File: config.mk
export PLATFORM = sky130hd
export DESIGN_NAME = fwd_div
export DESIGN_NICKNAME = d
export VERILOG_FILES = /design/src/rtl/fwd_pkg.sv /design/src/rtl/fwd_div.sv
export SDC_FILE = /design/constraint.sdc
export NUM_CORES = 1
export LEC_CHECK = 0
export BUFFER_PORTS_ARGS = -buffer_cell sky130_fd_sc_hd__buf_2
export CORE_MARGIN = 1.5
export CORE_UTILIZATION = 45
export DETAILED_ROUTE_END_ITERATION = 10
export PLACE_DENSITY = 0.78
export SETUP_SLACK_MARGIN = 0.15
export SLEW_MARGIN = 20
export SYNTH_ARGS = -nofsm -noshare
export SYNTH_HDL_FRONTEND = slang
export SYNTH_SLANG_ARGS = --single-unit
export TNS_END_PERCENT = 1
File: constraint.sdc
create_clock -name clk -period 3.9 [get_ports clk]
set_input_delay 0.585 -clock clk [delete_from_list [all_inputs] [get_ports clk]]
set_output_delay 0.585 -clock clk [all_outputs]
set_load 0.05 [all_outputs]
File: src/rtl/fwd_pkg.sv
// ----------------------------------------------------------------------------
// fwd_pkg
// Shared constants, register and input codes, and sequencer states of the
// fractional window decimator.
// ----------------------------------------------------------------------------
package fwd_pkg;

  localparam int DEF_BUFFER_DEPTH = 256;
  localparam int DEF_SAMPLE_BITS  = 24;

  localparam int BIN_W      = 24;
  localparam int DIST_W     = 26;
  localparam int CNT_W      = 10;
  localparam int LEFT_W     = 9;
  localparam int CFG_IDX_W  = 2;
  localparam int CFG_DATA_W = 24;

  localparam logic [BIN_W-1:0] ONE_Q16 = BIN_W'(65536);

  localparam logic [CFG_IDX_W-1:0] REG_BIN_SIZE = CFG_IDX_W'(0);
  localparam logic [CFG_IDX_W-1:0] REG_MODE     = CFG_IDX_W'(1);

  localparam logic KIND_SAMPLE = 1'b0;
  localparam logic KIND_FLUSH  = 1'b1;

  localparam logic MODE_MEAN = 1'b0;
  localparam logic MODE_PEAK = 1'b1;

  typedef enum logic [1:0] {
    ST_IDLE,
    ST_DIV,
    ST_SCAN,
    ST_EMIT
  } state_t;

endpackage

File: src/rtl/fwd_div.sv
// ----------------------------------------------------------------------------
// fwd_div
// Iterative restoring divider: signed window sum by unsigned count, one
// quotient bit per cycle, truncated toward zero.
// ----------------------------------------------------------------------------
module fwd_div #(
  parameter int SAMPLE_BITS = fwd_pkg::DEF_SAMPLE_BITS
) (
  input  logic                                          clk,
  input  logic                                          rst,
  input  logic                                          start,
  input  logic signed [SAMPLE_BITS+fwd_pkg::CNT_W-1:0]  dividend,
  input  logic        [fwd_pkg::CNT_W-1:0]              divisor,
  output logic                                          done,
  output logic signed [SAMPLE_BITS-1:0]                 quotient
);

  localparam int SUM_W  = SAMPLE_BITS + fwd_pkg::CNT_W;
  localparam int CNT_W  = fwd_pkg::CNT_W;
  localparam int STEP_W = $clog2(SUM_W + 1);

  logic              busy;
  logic [STEP_W-1:0] step;
  logic [CNT_W:0]    rem;
  logic [SUM_W-1:0]  quo;
  logic [CNT_W-1:0]  dvs;
  logic              neg;

  logic [CNT_W:0]    shifted;
  logic              fits;
  logic [SUM_W-1:0]  quo_signed;

  assign shifted    = {rem[CNT_W-1:0], quo[SUM_W-1]};
  assign fits       = shifted >= {1'b0, dvs};
  assign quo_signed = neg ? (~quo + SUM_W'(1)) : quo;
  assign quotient   = $signed(quo_signed[SAMPLE_BITS-1:0]);

  always_ff @(posedge clk) begin
    if (rst) begin
      busy <= 1'b0;
      done <= 1'b0;
      step <= '0;
    end else begin
      done <= 1'b0;
      if (start) begin
        busy <= 1'b1;
        step <= STEP_W'(SUM_W);
      end else if (busy) begin
        step <= step - STEP_W'(1);
        if (step == STEP_W'(1)) begin
          busy <= 1'b0;
          done <= 1'b1;
        end
      end
    end
  end

  always_ff @(posedge clk) begin
    if (start) begin
      neg <= dividend[SUM_W-1];
      quo <= dividend[SUM_W-1] ? (~dividend + SUM_W'(1)) : dividend;
      dvs <= divisor;
      rem <= '0;
    end else if (busy) begin
      rem <= fits ? (shifted - {1'b0, dvs}) : shifted;
      quo <= {quo[SUM_W-2:0], fits};
    end
  end

endmodule

==> PnR_summary.wiki <==
{| class="wikitable"
! Metric !! Value
|-
| Result of the run || finished clean
|-
| Vias in the first global route || 3,430
|-
| Clock latency of the later-clocked register in the worst-skew pair || 0.34 ns
|-
| RSZ-0062 raised after global routing || yes
|-
| Worst stage delay on the critical path || 0.51 ns
|-
| Row count || 34
|-
| Synthesized area divided by synthesized cell count || 9.20 µm²
|-
| Class of the worst hold path || in2reg
|-
| Setup slack on the worst flop-to-flop path || 1.25 ns
|-
| Highest fanout seen on the critical path || 4
|-
| Arrival time reported for the critical path endpoint || 3.16 ns
|-
| Global-route wire length before repair || 15,400 µm
|-
| Most common library cell in the layout ignoring fill and taps || buf_2
|-
| Total inserted antenna cells || 0
|-
| Most used cell, CP || or4_4
|-
| Cts-stage hold buffer count || 0
|-
| Tightest slew margin relative to the limit || 36.9%
|-
| Number of maximum-capacitance violations || 0
|-
| Placed Instance Area || 4580 µm²
|-
| Layout cells sized above 1 || 19.3%
|-
| Post-synth EDFFs || 45
|-
| Hpwl dp || 6510 µm
|-
| Maximum level of the CTS H-tree || 3
|-
| Router iterations before antenna repair || 5
|-
| Primary FF master, synth || edfxtp_1
|-
| Std-Cell Core Area || 8850 µm²
|-
| Max Buffers Root-to-Sink || 2
|-
| Count of unresolved DRC violations after routing || 0
|-
| Count of vias placed by the detailed router || 3,527
|-
| Sort of element at the end of the critical path || output pin
|-
| Largest net degree at the start of global routing || 98
|-
| Number of buffer and inverter instances along the worst setup path || 2
|-
| DR vias/cell || 5.63
|-
| Fin crit share || 96.0%
|-
| Cell count after synthesis || 454
|-
| Setup violation total in the final timing report || 0
|-
| Quantity of I/O buffers inserted on ports || 71
|-
| Synth area leaders || edfxtp_1 (32%), dfxtp_1 (8.6%), xor2_1 (7.3%)
|-
| CP cell instances || inv_1 > ha_1 > nand2b_1 > or4_4 > or4_4 > or4_4 > o31ai_4 > xnor2_1 > buf_4
|-
| Max Freq || 267 MHz
|-
| CTS buffer count || 9
|-
| Shortest period the worst path allows || 3.74 ns
|-
| Pwr/cell area || 424 nW/µm²
|-
| Endpoint required time on the critical path || 3.31 ns
|-
| Drt initial violations || 202
|-
| Launching element type of the critical path || flop
|-
| Number of placed cells counting well taps || 610
|-
| Leakage power total || 1.87 nW
|-
| Max-slew violation total from the final report || 0
|-
| GRT Total Usage || 19.2%
|-
| VDD IR max || 0.196 mV
|-
| Post-synthesis cell type count || 50
|-
| Ports placed on the boundary || 72
|-
| Post-synthesis net count || 516
|-
| Number of standard cells in the layout, taps in and fillers out || 627
|-
| Hold Vio Cnt, Final || 0
|-
| Slew at the pin closest to its max-slew limit || 0.947 ns
|-
| Number of routed nets with antenna violations || 0
|-
| CTS clk-pin slew, worst paths || 0.07 ns
|-
| Type of the worst setup path || reg2out
|-
| Share of the synthesized area in the top cell type || 32.3%
|-
| Highest-count cells in the layout ignoring fill and taps || buf_2 (67), nor2_1 (54), edfxtp_1 (45)
|-
| Count of state elements after synthesis || 63
|-
| Synth Warn # || 0
|-
| Vertical extent of the die || 99.4 µm
|-
| Global route overflow || 0
|-
| Worst setup skew after layout || 0.00931 ns
|-
| Final weighted congestion in routability-driven placement || 0.950
|-
| Design area || 4810 µm²
|-
| Full die area || 9870 µm²
|-
| Initial standard-cell utilization of the core || 47.2%
|-
| Total negative slack for setup checks || 0 ns
|-
| Total number of nets in the final design || 576
|-
| Clock tree root buffer cell || clkbuf_8
|-
| Worst hold slack across all endpoints || 0.422 ns
|-
| Cell area after synthesis || 4180 µm²
|-
| Seq/Total Area, Yosys || 41.0%
|-
| Number of antenna violations at the first check in global routing || 0
|-
| Post-DR wirelength/cell || 14.7 µm
|-
| Area Overhead vs Synth || 15.2%
|-
| Family with the most delay on the worst path || simple AND/OR/NAND/NOR gates
|-
| Total routed wirelength || 9190 µm
|-
| Die boundary width || 99.4 µm
|-
| Number of sinks driven by the clock tree || 63
|-
| Ys async rst share || 0%
|-
| Slowest-stage cell, CP || or4_4
|-
| TritonCTS clock tree || yes
|-
| Cell taking the most area after synthesis || edfxtp_1
|}
==> routing by layer <==
| layer | track usage [%] | up-vias | part of all wire (%) |
|---|---|---|---|
| li1 | - | 1773 | - |
| met4 | 8.02 | 0 | 2.1 |
| met2 | 31.8 | 87 | 49 |
| met3 | 3.37 | 14 | 4.4 |
| met1 | 25.0 | 1653 | 45 |
| met5 | 0 | - | 0 |
==> logic make-up after synthesis <==
logic type / count (synthesis) / share of synthesized area (%)
fa+ha+maj: 15 / 4.67
xor+xnor: 63 / 13.2
mux: 2 / 0.479
compound gates: 121 / 19.0
simple gates: 145 / 17.5
flops: 63 / 41.0
buf+inv: 45 / 4.13
==> through the flow <==
stage / power, W / setup slack, ns / utilization (%)
after global placement: 0.00147 / 0.423 / 51.8
after detailed placement: 0.00149 / 0.383 / 51.8
after CTS: 0.00205 / 0.135 / 54.2
final: 0.00204 / 0.158 / 54.4
after global routing: 0.00215 / 0.0514 / 54.4
after floorplan: 0.00133 / 0.243 / -
==> area by class of cell <==
type,count,area (µm²)
inverters,21,78.8
well taps,108,135
multi-input cells,346,2310
clock buffers,12,145
clock inverters,4,45.0
repair buffers,73,380
fillers,806,4040
flip-flops and latches,63,1710
==> worst paths after layout <==
| path | start | end | cells past startpoint |
|---|---|---|---|
| max | quo[0]$_DFFE_PP_ | quotient[22] | 9 |
| max reg2reg | quo[33]$_DFFE_PP_ | rem[8]$_SDFFE_PP0P_ | 10 |
| min | divisor[4] | dvs[4]$_DFFE_PP_ | 1 |
| min reg2reg | rem[2]$_SDFFE_PP0P_ | rem[2]$_SDFFE_PP0P_ | 2 |
==> timing repair <==
| action | in CTS | in global routing |
|---|---|---|
| setup endpoints to repair | 8 | 10 |
| setup buffers | 1 | 0 |
| pin swaps | 1 | 0 |
| gates resized for setup | 4 | 3 |
==> sequential cells by signal, summed over array words and instances, names as in the netlist <==
signal / count
step: 6
busy: 1
rem: 10
done: 1
dvs: 10
quo: 34
neg: 1
==> report_power, final <==
group	switching, W	internal (W)
Sequential	0.0000690	0.000798
Combinational	0.000406	0.000213
Clock	0.000245	0.000310
Total	0.000720	0.00132
==> synth_stat cells (all sizes together), types with 4 or more instances <==
| master | number |
|---|---|
| dfxtp | 18 |
| o31ai | 16 |
| clkbuf | 21 |
| nand2b | 9 |
| nand2 | 30 |
| a311oi | 6 |
| o41ai | 8 |
| a21oi | 42 |
| nor2 | 54 |
| or4 | 14 |
| a211oi | 4 |
| o211ai | 4 |
| or2 | 4 |
| edfxtp | 45 |
| xnor2 | 28 |
| o21ai | 26 |
| xor2 | 35 |
| nor3 | 7 |
| inv | 21 |
| ha | 14 |
| or3 | 10 |
No activity file was read; power rests on OpenSTA's default activity.
